File: src/rtl/core/byte_stream_tokenizer_unit_assert.svh
// Assertion macros shared by the tokenizer RTL.
// Depends on nothing; included by the modules that carry assertions.
`ifndef BYTE_STREAM_TOKENIZER_UNIT_ASSERT_SVH
`define BYTE_STREAM_TOKENIZER_UNIT_ASSERT_SVH

// Same-cycle implication, disabled while reset is held.
`define BSTU_ASSERT_IMPL(label, clk, rst_n, ante, cons) \
    label: assert property (@(posedge clk) disable iff (!(rst_n)) (ante) |-> (cons)) \
        else $error("tokenizer assertion failed");

// Next-cycle implication, disabled while reset is held.
`define BSTU_ASSERT_NEXT(label, clk, rst_n, ante, cons) \
    label: assert property (@(posedge clk) disable iff (!(rst_n)) (ante) |=> (cons)) \
        else $error("tokenizer assertion failed");

`endif

File: src/rtl/core/bstu_pkg.sv
// Package for the byte stream tokenizer: token kinds, scan modes, result types,
// the keyword table and the punctuation decoder. Depends on nothing.
`timescale 1ns / 1ps

package bstu_pkg;

    // Keyword buffer depth default and keyword table shape.
    localparam int unsigned KEYWORD_CHARS_DEF = 9;
    localparam int unsigned KW_COUNT          = 12;
    localparam int unsigned KW_MAX            = 9;

    // Scan modes.
    localparam logic [2:0] MODE_IDLE = 3'd0;
    localparam logic [2:0] MODE_WORD = 3'd1;
    localparam logic [2:0] MODE_NUM  = 3'd2;
    localparam logic [2:0] MODE_STR  = 3'd3;
    localparam logic [2:0] MODE_ESC  = 3'd4;
    localparam logic [2:0] MODE_GT   = 3'd5;

    // Token kinds.
    localparam logic [5:0] K_ENTITY    = 6'd0;
    localparam logic [5:0] K_COMPONENT = 6'd1;
    localparam logic [5:0] K_SYSTEM    = 6'd2;
    localparam logic [5:0] K_IO        = 6'd3;
    localparam logic [5:0] K_THREADED  = 6'd4;
    localparam logic [5:0] K_PIPELINE  = 6'd6;
    localparam logic [5:0] K_READ      = 6'd7;
    localparam logic [5:0] K_WRITE     = 6'd8;
    localparam logic [5:0] K_EDIT      = 6'd9;
    localparam logic [5:0] K_LPAREN    = 6'd10;
    localparam logic [5:0] K_RPAREN    = 6'd11;
    localparam logic [5:0] K_LBRACE    = 6'd12;
    localparam logic [5:0] K_RBRACE    = 6'd13;
    localparam logic [5:0] K_LBRACKET  = 6'd14;
    localparam logic [5:0] K_RBRACKET  = 6'd15;
    localparam logic [5:0] K_COMMA     = 6'd16;
    localparam logic [5:0] K_SEMI      = 6'd17;
    localparam logic [5:0] K_COLON     = 6'd18;
    localparam logic [5:0] K_DOT       = 6'd19;
    localparam logic [5:0] K_ARROW     = 6'd20;
    localparam logic [5:0] K_PIPE      = 6'd21;
    localparam logic [5:0] K_IF        = 6'd22;
    localparam logic [5:0] K_ELSE      = 6'd23;
    localparam logic [5:0] K_NUMBER    = 6'd24;
    localparam logic [5:0] K_STRING    = 6'd25;
    localparam logic [5:0] K_ASSIGN    = 6'd26;
    localparam logic [5:0] K_PLUS      = 6'd27;
    localparam logic [5:0] K_MINUS     = 6'd28;
    localparam logic [5:0] K_STAR      = 6'd29;
    localparam logic [5:0] K_SLASH     = 6'd30;
    localparam logic [5:0] K_AMP       = 6'd31;
    localparam logic [5:0] K_LET       = 6'd32;
    localparam logic [5:0] K_END       = 6'd33;
    localparam logic [5:0] K_IDENT     = 6'd34;
    localparam logic [5:0] K_ERROR     = 6'd35;

    // Characters with a special role in the scanner.
    localparam logic [7:0] CH_QUOTE  = 8'h22;
    localparam logic [7:0] CH_BSLASH = 8'h5C;
    localparam logic [7:0] CH_GT     = 8'h3E;
    localparam logic [7:0] CH_LF     = 8'h0A;
    localparam logic [7:0] CH_N      = 8'h6E;
    localparam logic [7:0] CH_NUL    = 8'h00;

    // Keyword spellings, right-aligned in 72 bits, with lengths and kinds.
    localparam logic [8*KW_MAX-1:0] KW_SPELL [KW_COUNT] = '{
        "Entity", "Component", "System", "Threaded", "Pipeline", "read",
        "write", "edit", "IO", "if", "else", "let"
    };
    localparam int unsigned KW_LEN [KW_COUNT] = '{6, 9, 6, 8, 8, 4, 5, 4, 2, 2, 4, 3};
    localparam logic [5:0] KW_KIND [KW_COUNT] = '{
        K_ENTITY, K_COMPONENT, K_SYSTEM, K_THREADED, K_PIPELINE, K_READ,
        K_WRITE, K_EDIT, K_IO, K_IF, K_ELSE, K_LET
    };

    // One result beat.
    typedef struct packed {
        logic       tend;
        logic [5:0] kind;
        logic [7:0] byt;
    } t_res;

    // Everything one input byte does: results, next scan state, buffer write.
    typedef struct packed {
        logic [1:0]       cnt;
        t_res [2:0]       res;
        logic [2:0]       mode;
        logic [3:0]       len;
        logic             wr_en;
        logic [3:0]       wr_pos;
        logic             done;
    } t_scan;

    // Kind of a finished word: a keyword kind, or identifier.
    function automatic logic [5:0] kw_kind(input logic [KW_MAX-1:0][7:0] wb,
                                           input logic [3:0] len);
        logic [5:0]          kind;
        logic                hit;
        logic [8*KW_MAX-1:0] sp;
        kind = K_IDENT;
        // Walk backwards so the first table entry that matches wins.
        for (int k = KW_COUNT - 1; k >= 0; k--) begin
            sp  = KW_SPELL[k] << (8 * (KW_MAX - KW_LEN[k]));
            hit = (len == 4'(KW_LEN[k]));
            for (int i = 0; i < KW_MAX; i++) begin
                if (i < KW_LEN[k] && wb[i] != sp[8*KW_MAX-1-8*i -: 8]) begin
                    hit = 1'b0;
                end
            end
            if (hit) begin
                kind = KW_KIND[k];
            end
        end
        return kind;
    endfunction

    // Single-character tokens; anything else is an error.
    function automatic logic [5:0] punct_kind(input logic [7:0] c);
        logic [5:0] kind;
        case (c)
            "(": kind = K_LPAREN;
            ")": kind = K_RPAREN;
            "{": kind = K_LBRACE;
            "}": kind = K_RBRACE;
            "[": kind = K_LBRACKET;
            "]": kind = K_RBRACKET;
            ",": kind = K_COMMA;
            ";": kind = K_SEMI;
            ":": kind = K_COLON;
            ".": kind = K_DOT;
            "|": kind = K_PIPE;
            "=": kind = K_ASSIGN;
            "+": kind = K_PLUS;
            "-": kind = K_MINUS;
            "*": kind = K_STAR;
            "/": kind = K_SLASH;
            "&": kind = K_AMP;
            default: kind = K_ERROR;
        endcase
        return kind;
    endfunction

endpackage

File: src/rtl/core/bstu_scan.sv
// Combinational scanner step: classifies one byte against the current scan mode
// and produces up to three results and the next state. Depends on bstu_pkg.
`timescale 1ns / 1ps

module bstu_scan (
    input  logic [2:0]                        i_mode,
    input  logic [3:0]                        i_len,
    input  logic [bstu_pkg::KW_MAX-1:0][7:0]  i_word,
    input  logic [7:0]                        i_byte,
    input  logic                              i_fin,
    output bstu_pkg::t_scan                   o_scan
);

    logic            is_alpha;
    logic            is_digit;
    logic            is_space;
    logic [5:0]      word_kind;
    logic [3:0]      len_inc;

    // Byte that lands in idle.
    logic            idle_has;
    bstu_pkg::t_res  idle_res;
    logic [2:0]      idle_mode;
    logic            idle_start;
    logic            idle_done;

    bstu_pkg::t_scan s;

    // Character classes and the keyword lookup of the word so far.
    always_comb begin
        is_alpha  = (i_byte inside {["A":"Z"], ["a":"z"]});
        is_digit  = (i_byte inside {["0":"9"]});
        is_space  = (i_byte inside {" ", 8'h09, 8'h0D, bstu_pkg::CH_LF});
        word_kind = bstu_pkg::kw_kind(i_word, i_len);
        len_inc   = (i_len == 4'hF) ? 4'hF : i_len + 4'd1;
    end

    // Handling of a byte seen between tokens.
    always_comb begin
        idle_has   = 1'b0;
        idle_res   = '{tend: 1'b1, kind: bstu_pkg::K_END, byt: bstu_pkg::CH_NUL};
        idle_mode  = bstu_pkg::MODE_IDLE;
        idle_start = 1'b0;
        idle_done  = 1'b0;
        if (i_fin) begin
            idle_has  = 1'b1;
            idle_done = 1'b1;
        end else if (is_space) begin
            idle_has = 1'b0;
        end else if (i_byte == bstu_pkg::CH_QUOTE) begin
            idle_mode = bstu_pkg::MODE_STR;
        end else if (i_byte == bstu_pkg::CH_GT) begin
            idle_mode = bstu_pkg::MODE_GT;
        end else if (is_alpha || i_byte == "_") begin
            idle_has   = 1'b1;
            idle_mode  = bstu_pkg::MODE_WORD;
            idle_start = 1'b1;
            idle_res   = '{tend: 1'b0, kind: bstu_pkg::K_IDENT, byt: i_byte};
        end else if (is_digit) begin
            idle_has  = 1'b1;
            idle_mode = bstu_pkg::MODE_NUM;
            idle_res  = '{tend: 1'b0, kind: bstu_pkg::K_NUMBER, byt: i_byte};
        end else begin
            idle_has = 1'b1;
            idle_res = '{tend: 1'b1, kind: bstu_pkg::punct_kind(i_byte), byt: i_byte};
        end
    end

    // Mode dispatch; a token close, if any, goes ahead of the idle handling.
    always_comb begin
        s        = '0;
        s.mode   = i_mode;
        s.len    = i_len;
        s.wr_pos = i_len;
        case (i_mode)
            bstu_pkg::MODE_WORD: begin
                if (!i_fin && (is_alpha || is_digit || i_byte == "_")) begin
                    s.cnt    = 2'd1;
                    s.res[0] = '{tend: 1'b0, kind: bstu_pkg::K_IDENT, byt: i_byte};
                    s.wr_en  = 1'b1;
                    s.len    = len_inc;
                end else begin
                    s.res[0] = '{tend: 1'b1, kind: word_kind, byt: bstu_pkg::CH_NUL};
                    s.res[1] = idle_res;
                    s.cnt    = idle_has ? 2'd2 : 2'd1;
                    s.mode   = idle_mode;
                    s.done   = idle_done;
                end
            end
            bstu_pkg::MODE_NUM: begin
                if (!i_fin && (is_digit || i_byte == ".")) begin
                    s.cnt    = 2'd1;
                    s.res[0] = '{tend: 1'b0, kind: bstu_pkg::K_NUMBER, byt: i_byte};
                end else begin
                    s.res[0] = '{tend: 1'b1, kind: bstu_pkg::K_NUMBER,
                                 byt: bstu_pkg::CH_NUL};
                    s.res[1] = idle_res;
                    s.cnt    = idle_has ? 2'd2 : 2'd1;
                    s.mode   = idle_mode;
                    s.done   = idle_done;
                end
            end
            bstu_pkg::MODE_STR: begin
                if (i_fin) begin
                    s.res[0] = '{tend: 1'b1, kind: bstu_pkg::K_STRING,
                                 byt: bstu_pkg::CH_NUL};
                    s.res[1] = idle_res;
                    s.cnt    = 2'd2;
                    s.mode   = bstu_pkg::MODE_IDLE;
                    s.done   = 1'b1;
                end else if (i_byte == bstu_pkg::CH_QUOTE) begin
                    s.res[0] = '{tend: 1'b1, kind: bstu_pkg::K_STRING,
                                 byt: bstu_pkg::CH_NUL};
                    s.cnt    = 2'd1;
                    s.mode   = bstu_pkg::MODE_IDLE;
                end else if (i_byte == bstu_pkg::CH_BSLASH) begin
                    s.mode = bstu_pkg::MODE_ESC;
                end else begin
                    s.res[0] = '{tend: 1'b0, kind: bstu_pkg::K_STRING, byt: i_byte};
                    s.cnt    = 2'd1;
                end
            end
            bstu_pkg::MODE_ESC: begin
                // A kept backslash comes first, unless a quote, backslash or n replaces it.
                s.res[0] = '{tend: 1'b0, kind: bstu_pkg::K_STRING,
                             byt: bstu_pkg::CH_BSLASH};
                s.mode   = bstu_pkg::MODE_STR;
                if (i_fin) begin
                    s.res[1] = '{tend: 1'b1, kind: bstu_pkg::K_STRING,
                                 byt: bstu_pkg::CH_NUL};
                    s.res[2] = idle_res;
                    s.cnt    = 2'd3;
                    s.mode   = bstu_pkg::MODE_IDLE;
                    s.done   = 1'b1;
                end else if (i_byte == bstu_pkg::CH_QUOTE || i_byte == bstu_pkg::CH_BSLASH) begin
                    s.res[0].byt = i_byte;
                    s.cnt        = 2'd1;
                end else if (i_byte == bstu_pkg::CH_N) begin
                    s.res[0].byt = bstu_pkg::CH_LF;
                    s.cnt        = 2'd1;
                end else begin
                    s.res[1] = '{tend: 1'b0, kind: bstu_pkg::K_STRING, byt: i_byte};
                    s.cnt    = 2'd2;
                end
            end
            bstu_pkg::MODE_GT: begin
                if (!i_fin && i_byte == bstu_pkg::CH_GT) begin
                    s.res[0] = '{tend: 1'b1, kind: bstu_pkg::K_ARROW,
                                 byt: bstu_pkg::CH_GT};
                    s.cnt    = 2'd1;
                    s.mode   = bstu_pkg::MODE_IDLE;
                end else begin
                    s.res[0] = '{tend: 1'b1, kind: bstu_pkg::K_ERROR,
                                 byt: bstu_pkg::CH_GT};
                    s.res[1] = idle_res;
                    s.cnt    = idle_has ? 2'd2 : 2'd1;
                    s.mode   = idle_mode;
                    s.done   = idle_done;
                    if (idle_start) begin
                        s.wr_en  = 1'b1;
                        s.wr_pos = 4'd0;
                        s.len    = 4'd1;
                    end
                end
            end
            default: begin
                // Idle, and the unused codes that behave as idle.
                s.res[0] = idle_res;
                s.cnt    = idle_has ? 2'd1 : 2'd0;
                s.mode   = idle_mode;
                s.done   = idle_done;
                if (idle_start) begin
                    s.wr_en  = 1'b1;
                    s.wr_pos = 4'd0;
                    s.len    = 4'd1;
                end
            end
        endcase
        // A word or number that closes into another word start restarts the buffer.
        if ((i_mode == bstu_pkg::MODE_WORD || i_mode == bstu_pkg::MODE_NUM)
            && s.res[0].tend && idle_start) begin
            s.wr_en  = 1'b1;
            s.wr_pos = 4'd0;
            s.len    = 4'd1;
        end
    end

    assign o_scan = s;

endmodule

File: src/rtl/core/bstu_outq.sv
// Four-entry result queue between the scanner and the output channel.
// Takes up to three results per beat, drains one per cycle while i_ready is high. Depends on bstu_pkg.
`timescale 1ns / 1ps

`include "byte_stream_tokenizer_unit_assert.svh"

module bstu_outq (
    input  logic                   i_clk,
    input  logic                   i_rst_n,
    input  logic [1:0]             i_push_cnt,
    input  bstu_pkg::t_res [2:0]   i_push_res,
    output logic                   o_space,
    input  logic                   i_ready,
    output logic                   o_valid,
    output bstu_pkg::t_res         o_head,
    output logic                   o_head_last
);

    typedef struct packed {
        bstu_pkg::t_res res;
        logic           last;
    } t_qent;

    t_qent       r_q [4];
    t_qent       n_q [4];
    logic [2:0]  r_cnt;
    logic [2:0]  n_cnt;
    logic        pop;
    logic [2:0]  base;

    assign o_valid     = (r_cnt != 3'd0);
    assign o_head      = r_q[0].res;
    assign o_head_last = r_q[0].last;
    assign pop         = o_valid & i_ready;
    assign base        = r_cnt - {2'b00, pop};
    // Room for a full three-result beat after this cycle's drain.
    assign o_space     = (base <= 3'd1);

    // Shift out the head on a pop, then append the new results behind the rest.
    always_comb begin
        for (int j = 0; j < 3; j++) begin
            n_q[j] = pop ? r_q[j + 1] : r_q[j];
        end
        n_q[3] = r_q[3];
        for (int j = 0; j < 4; j++) begin
            for (int i = 0; i < 3; i++) begin
                if (2'(i) < i_push_cnt && 3'(base + 3'(i)) == 3'(j)) begin
                    n_q[j].res  = i_push_res[i];
                    n_q[j].last = (2'(i) == i_push_cnt - 2'd1);
                end
            end
        end
        n_cnt = base + {1'b0, i_push_cnt};
    end

    // Entries carry no reset; the count does.
    always_ff @(posedge i_clk) begin
        r_q <= n_q;
    end

    always_ff @(posedge i_clk) begin
        if (!i_rst_n) begin
            r_cnt <= 3'd0;
        end else begin
            r_cnt <= n_cnt;
        end
    end

    `BSTU_ASSERT_IMPL(a_cnt_max, i_clk, i_rst_n, 1'b1, r_cnt <= 3'd4)
    `BSTU_ASSERT_IMPL(a_push_fits, i_clk, i_rst_n, i_push_cnt != 2'd0, o_space)
    `BSTU_ASSERT_IMPL(a_tail_last, i_clk, i_rst_n, r_cnt != 3'd0,
                      r_q[r_cnt[1:0] - 2'd1].last)

endmodule

File: src/rtl/core/byte_stream_tokenizer_unit.sv
// Top level of the byte stream tokenizer: scan state, keyword buffer and the
// handshakes. Depends on bstu_pkg, bstu_scan, bstu_outq and the assertion header.
`timescale 1ns / 1ps

// The tokenizer takes one text byte per input beat and delivers token results
// one per output beat; each result is a payload byte (token_end low) or a
// token close (token_end high) with its kind, and last_of_run marks the final
// result caused by an input byte. A byte is classified, matched against the
// keyword table and turned into its results in the cycle it is accepted; they
// enter the result queue register behind any still waiting. Throughput is one
// byte per cycle while each byte makes at most one result and the output does
// not stall; a byte that makes two or three results (a word or number closed
// by punctuation, a pending escape at the end of text) can slow the input,
// because the four-entry result queue drains one result per cycle and the
// input is held off until room for three results is certain. After the
// end-of-text token, input beats are taken but give nothing until reset.

`include "byte_stream_tokenizer_unit_assert.svh"

module byte_stream_tokenizer_unit #(
    parameter int unsigned KEYWORD_CHARS = bstu_pkg::KEYWORD_CHARS_DEF
) (
    input  logic       i_clk,
    input  logic       i_rst_n,
    input  logic       i_in_valid,
    output logic       o_in_ready,
    input  logic [7:0] i_in_byte,
    input  logic       i_end_of_text,
    output logic       o_out_valid,
    input  logic       i_out_ready,
    output logic       o_token_end,
    output logic [5:0] o_token_kind,
    output logic [7:0] o_byte_out,
    output logic       o_last_of_run
);

    localparam int unsigned WIDX = $clog2(KEYWORD_CHARS);

    logic [2:0]                        r_mode;
    logic [3:0]                        r_len;
    logic                              r_done;
    logic [7:0]                        r_word [KEYWORD_CHARS];
    logic [bstu_pkg::KW_MAX-1:0][7:0]  word_head;
    logic                              fin;
    logic                              accept;
    logic                              step;
    logic [1:0]                        push_cnt;
    bstu_pkg::t_scan                   scan;
    bstu_pkg::t_res                    head;

    assign fin    = i_end_of_text | (i_in_byte == bstu_pkg::CH_NUL);
    assign accept = i_in_valid & o_in_ready;
    assign step   = accept & ~r_done;

    // The keyword compare looks at the first KW_MAX buffered bytes.
    always_comb begin
        for (int i = 0; i < bstu_pkg::KW_MAX; i++) begin
            word_head[i] = r_word[i];
        end
    end

    bstu_scan u_scan (
        .i_mode (r_mode),
        .i_len  (r_len),
        .i_word (word_head),
        .i_byte (i_in_byte),
        .i_fin  (fin),
        .o_scan (scan)
    );

    assign push_cnt = step ? scan.cnt : 2'd0;

    bstu_outq u_outq (
        .i_clk       (i_clk),
        .i_rst_n     (i_rst_n),
        .i_push_cnt  (push_cnt),
        .i_push_res  (scan.res),
        .o_space     (o_in_ready),
        .i_ready     (i_out_ready),
        .o_valid     (o_out_valid),
        .o_head      (head),
        .o_head_last (o_last_of_run)
    );

    assign o_token_end  = head.tend;
    assign o_token_kind = head.kind;
    assign o_byte_out   = head.byt;

    // Scan state advances on every accepted beat until the text is done.
    always_ff @(posedge i_clk) begin
        if (!i_rst_n) begin
            r_mode <= bstu_pkg::MODE_IDLE;
            r_len  <= 4'd0;
            r_done <= 1'b0;
        end else if (step) begin
            r_mode <= scan.mode;
            r_len  <= scan.len;
            r_done <= scan.done;
        end
    end

    // Keyword buffer keeps only the first KEYWORD_CHARS bytes of a word.
    always_ff @(posedge i_clk) begin
        if (step && scan.wr_en && ({1'b0, scan.wr_pos} < 5'(KEYWORD_CHARS))) begin
            r_word[scan.wr_pos[WIDX-1:0]] <= i_in_byte;
        end
    end

    `BSTU_ASSERT_IMPL(a_done_sticky, i_clk, i_rst_n, $past(r_done), r_done)
    `BSTU_ASSERT_NEXT(a_fin_sets_done, i_clk, i_rst_n, step && fin, r_done)
    `BSTU_ASSERT_NEXT(a_fin_gives_token, i_clk, i_rst_n, step && fin, o_out_valid)

endmodule

File: config.mk
export PLATFORM = sky130hd
export DESIGN_NAME = byte_stream_tokenizer_unit
export DESIGN_NICKNAME = d
export VERILOG_FILES = /design/src/rtl/core/bstu_pkg.sv /design/src/rtl/core/bstu_scan.sv /design/src/rtl/core/bstu_outq.sv /design/src/rtl/core/byte_stream_tokenizer_unit.sv
export VERILOG_INCLUDE_DIRS = /design/src /design/src/rtl/core
export SDC_FILE = /design/constraint.sdc
export NUM_CORES = 1
export LEC_CHECK = 0
export BUFFER_PORTS_ARGS = -buffer_cell sky130_fd_sc_hd__buf_2
export CORE_ASPECT_RATIO = 1.4
export CORE_MARGIN = 3
export CORE_UTILIZATION = 45
export CTS_CLUSTER_DIAMETER = 50
export DETAILED_ROUTE_END_ITERATION = 16
export GPL_TIMING_DRIVEN = 0
export HOLD_SLACK_MARGIN = 0.03
export RECOVER_POWER = 25
export SLEW_MARGIN = 5
export SYNTH_ARGS = -nofsm -noshare
export SYNTH_HDL_FRONTEND = slang
export SYNTH_SLANG_ARGS = --single-unit
File: constraint.sdc
create_clock -name i_clk -period 3.75 [get_ports i_clk]
set_input_delay 0.1875 -clock i_clk [delete_from_list [all_inputs] [get_ports i_clk]]
set_output_delay 0.1875 -clock i_clk [all_outputs]
set_load 0.005 [all_outputs]
==> results.toml <==
[worst_setup_path]
critPathArrivalTime_ps = 3860
worst_setup_path_end_kind = "register"
critPathSlowestCell = "or3_4"
cp-start-kind = "register"
cpPeakStageDelay_ps = 420
cp_max_fo = 8
worst-setup-path-type = "register to register"
path_cells = "or3_4 > nand2_8 > inv_4 > ha_4 > ha_4 > xnor2_4 > ha_2 > nand2b_1 > a22o_1 > nand3b_1 > buf_6 > buf_4 > a21oi_4 > a21oi_4 > buf_6 > or2_4 > buf_6 > buf_8 > nand4_1 > buf_6 > buf_6"
crit_top_cell = "buf_6"
cp_data_required_time_ps = 3890

[global_route]
grt_pass1_wl_um = 46300
antenna_found_initial = 0
grt_max_degree = 18
first_global_vias = 8030
grt_usage = 0.276
overflow = 0

[cells_and_area]
n_antenna_cell = 0
areaGrowthSynthToFinish_pct = 17.9
fin_util = 0.544
nets = 1056
drive_gt1_frac = 0.206
fillers = 1833
stdcell_area_sq_um = 10900

[synth]
yosysWarnings = 0
yosysSeqAreaShare = 0.467
synth_edf_count = 136
yosysTopAreaCell = "edfxtp_1"
synthesis.area_sq_um = 9220
synthTopCellsByArea = "edfxtp_1, nand2_1, nor2_1"
avgSynthCellArea_sq_um = 9.77
async_flop_share = 0
synth.distinct_cells = 98
synth.net_count = 968
ys_seq_elements = 147
synthFlopType = "edfxtp_1"
synth_cells = 944
synth_top_cell_area_share = 0.443

[timing]
slew_headroom = 0.376
fin_crit_ps = 3720
tightestPinTransition_ps = 934
rsz0062_at_grt = "true"
finalSetupViolCount = 0
fmax_mhz = 269
finalCritPeriodShare = 0.993
skew_ps = 9.75
holdWs_ps = 37.2
hold_viol_final = 0
slew_viol_final = 0
fin_ws_ps = 27.7

[route]
firstDrtPassIters = 5
routed_wl_um = 31100
drt-wirelength-per-cell_um = 24.0
drc = 0
viasPerCell = 6.35
detailroute.via_count = 8239
final_antenna_net_count = 0
drt-initial-drc-count = 535

[place]
place_area_sq_um = 9770
preCtsSetupSlack_ps = -1080
portBuffers = 30
hpwl_um = 23200
gp_congestion = 1.01

[status]
status = "completed"

[floorplan]
die_w_um = 127
die_area_sq_um = 22300
rows = 61
io_pins = 31
coreArea_sq_um = 20000
initial_core_util = 0.461
dieHeight_um = 175

[pwr]
p_sw_mw = 2.36
vdd_drop_max_v = 0.000341
intPower_mw = 4.36
pwr-share-clk = 0.256
seq_power_share = 0.354
combPwrFrac = 0.390
p_per_area_nw_per_um2 = 618
p_sw_frac = 0.351
p_leak_nw = 3.73

[clock_network]
clock_path_buffers = 2
cts.sinks = 147
htree_levels = 4
cts_tree = "built"
clk_pin_slew_worst_paths_ps = 60
worstSkewPairLatency_ps = 430
root_buffer = "clkbuf_16"
numCtsBuffers = 17

[flow_run]
drv_cap = 0

[worst_hold_path]
min_path_type = "input port to register"
-- per-layer routing --
layer / up-vias / part of all wire / GRT usage
met2: 331 / 0.55 / 0.532
met1: 3949 / 0.33 / 0.257
met4: 0 / 0.090 / 0.214
met3: 140 / 0.033 / 0.0295
li1: 3819 / - / -
met5: - / 0 / 0
-- repair_timing --
item | in CTS | in global routing
cloned | 2 | 2
gates resized for setup | 24 | 40
pin swaps | 8 | 13
endpoints found under the setup margin | 168 | 120
hold buffers | 1 | 0
buffers inserted | 13 | 22
hold endpoints to repair | 1 | 0
-- through the flow --
step	power, mW	setup TNS (ps)	cells
floorplan	3.96	-2830	944
global placement	4.55	-83150	1226
detailed placement	4.58	-77060	1227
CTS	6.45	0	1274
global route	7.04	-3630	1297
finish	6.72	0	1297
-- sequential cells by signal, indices dropped and copies added (netlist names) --
register	flops
r_word	72
u_outq.r_q	48
u_outq.o_head	15
r_len	4
r_mode	3
u_outq.r_cnt	3
r_done	1
u_outq.o_head_last	1
-- critical path, delay by kind of cell, from the launching register on --
kind | cells | cell delay [ps]
xor+xnor | 1 | 160
simple gates | 6 | 1000
compound gates | 3 | 490
buf+inv | 8 | 970
flops | 1 | 320
fa+ha+maj | 3 | 490
-- power groups by stage --
stage	combinational (mW)	clock, mW	sequential (mW)
4_1_cts	2.34	1.73	2.38
2_1_floorplan	1.57	0	2.39
6_report	2.62	1.72	2.38
5_1_grt	2.84	1.80	2.40
3_5_place_dp	2.16	0	2.42
3_3_place_gp	2.14	0	2.41
-- logic make-up (layout without fill, tap and decap cells) --
logic type	Yosys count	in the layout	share of synthesized area
AOI/OAI and AO/OA	218	219	0.158
buffers and inverters	85	184	0.0532
adders and majority gates	11	11	0.0157
and+or+nand+nor	473	474	0.295
xor gates and xnor gates	4	4	0.00461
DFF	147	147	0.467
muxes	6	6	0.00651
-- area by class of cell --
type | instances | area [sq um] | area share
Timing Repair Buffer | 69 | 473 | 0.0435
Inverter | 16 | 65.1 | 0.00598
Buffer | 67 | 452 | 0.0415
Tap cell | 252 | 315 | 0.0290
Multi-Input combinational cell | 714 | 4680 | 0.430
Clock buffer | 19 | 433 | 0.0398
Clock inverter | 13 | 151 | 0.0139
Sequential cell | 147 | 4310 | 0.396
-- synth_stat cells, types with 11 or more instances --
| cell | instances |
|---|---|
| buf_4 | 20 |
| nor2_1 | 83 |
| nor4_1 | 21 |
| o211ai_1 | 12 |
| a211oi_1 | 11 |
| clkbuf_1 | 28 |
| dfxtp_1 | 11 |
| nand3_1 | 32 |
| and2_1 | 15 |
| nand2_1 | 103 |
| nor3_1 | 43 |
| or3_1 | 13 |
| o21ai_0 | 46 |
| nor2b_1 | 15 |
| edfxtp_1 | 136 |
| buf_6 | 11 |
| a21oi_1 | 59 |
| inv_1 | 14 |
| nor4b_1 | 11 |
| nand4_1 | 31 |
-- worst paths after layout --
path,startpoint,slack (ps),cells after the start,endpoint
setup / recovery,u_outq.r_cnt[1]$_SDFF_PN0_,30,21,u_outq.o_head[12]$_DFFE_PP_
hold / removal,i_in_valid,40,3,r_done$_SDFFE_PN0P_
setup reg to reg,u_outq.r_cnt[1]$_SDFF_PN0_,30,21,u_outq.o_head[12]$_DFFE_PP_
hold reg to reg,r_done$_SDFFE_PN0P_,490,2,r_done$_SDFFE_PN0P_
-- cells in the final DEF (no fill, tap or decap), drive strengths merged, types with 10 or more instances in the layout --
cell type	instances
clkbuf	51
nor2	87
dfxtp	11
a31oi	13
nand2	103
ha	10
edfxtp	136
nor2b	15
o211ai	14
inv	20
nand3	34
nor3b	12
nand2b	10
a211oi	11
and2	15
nor4bb	10
nor4b	12
or3	15
nand4	33
o21ai	54
nor4	23
nor3	46
a21oi	62
buf	103
(Power assumes the default switching activity.)
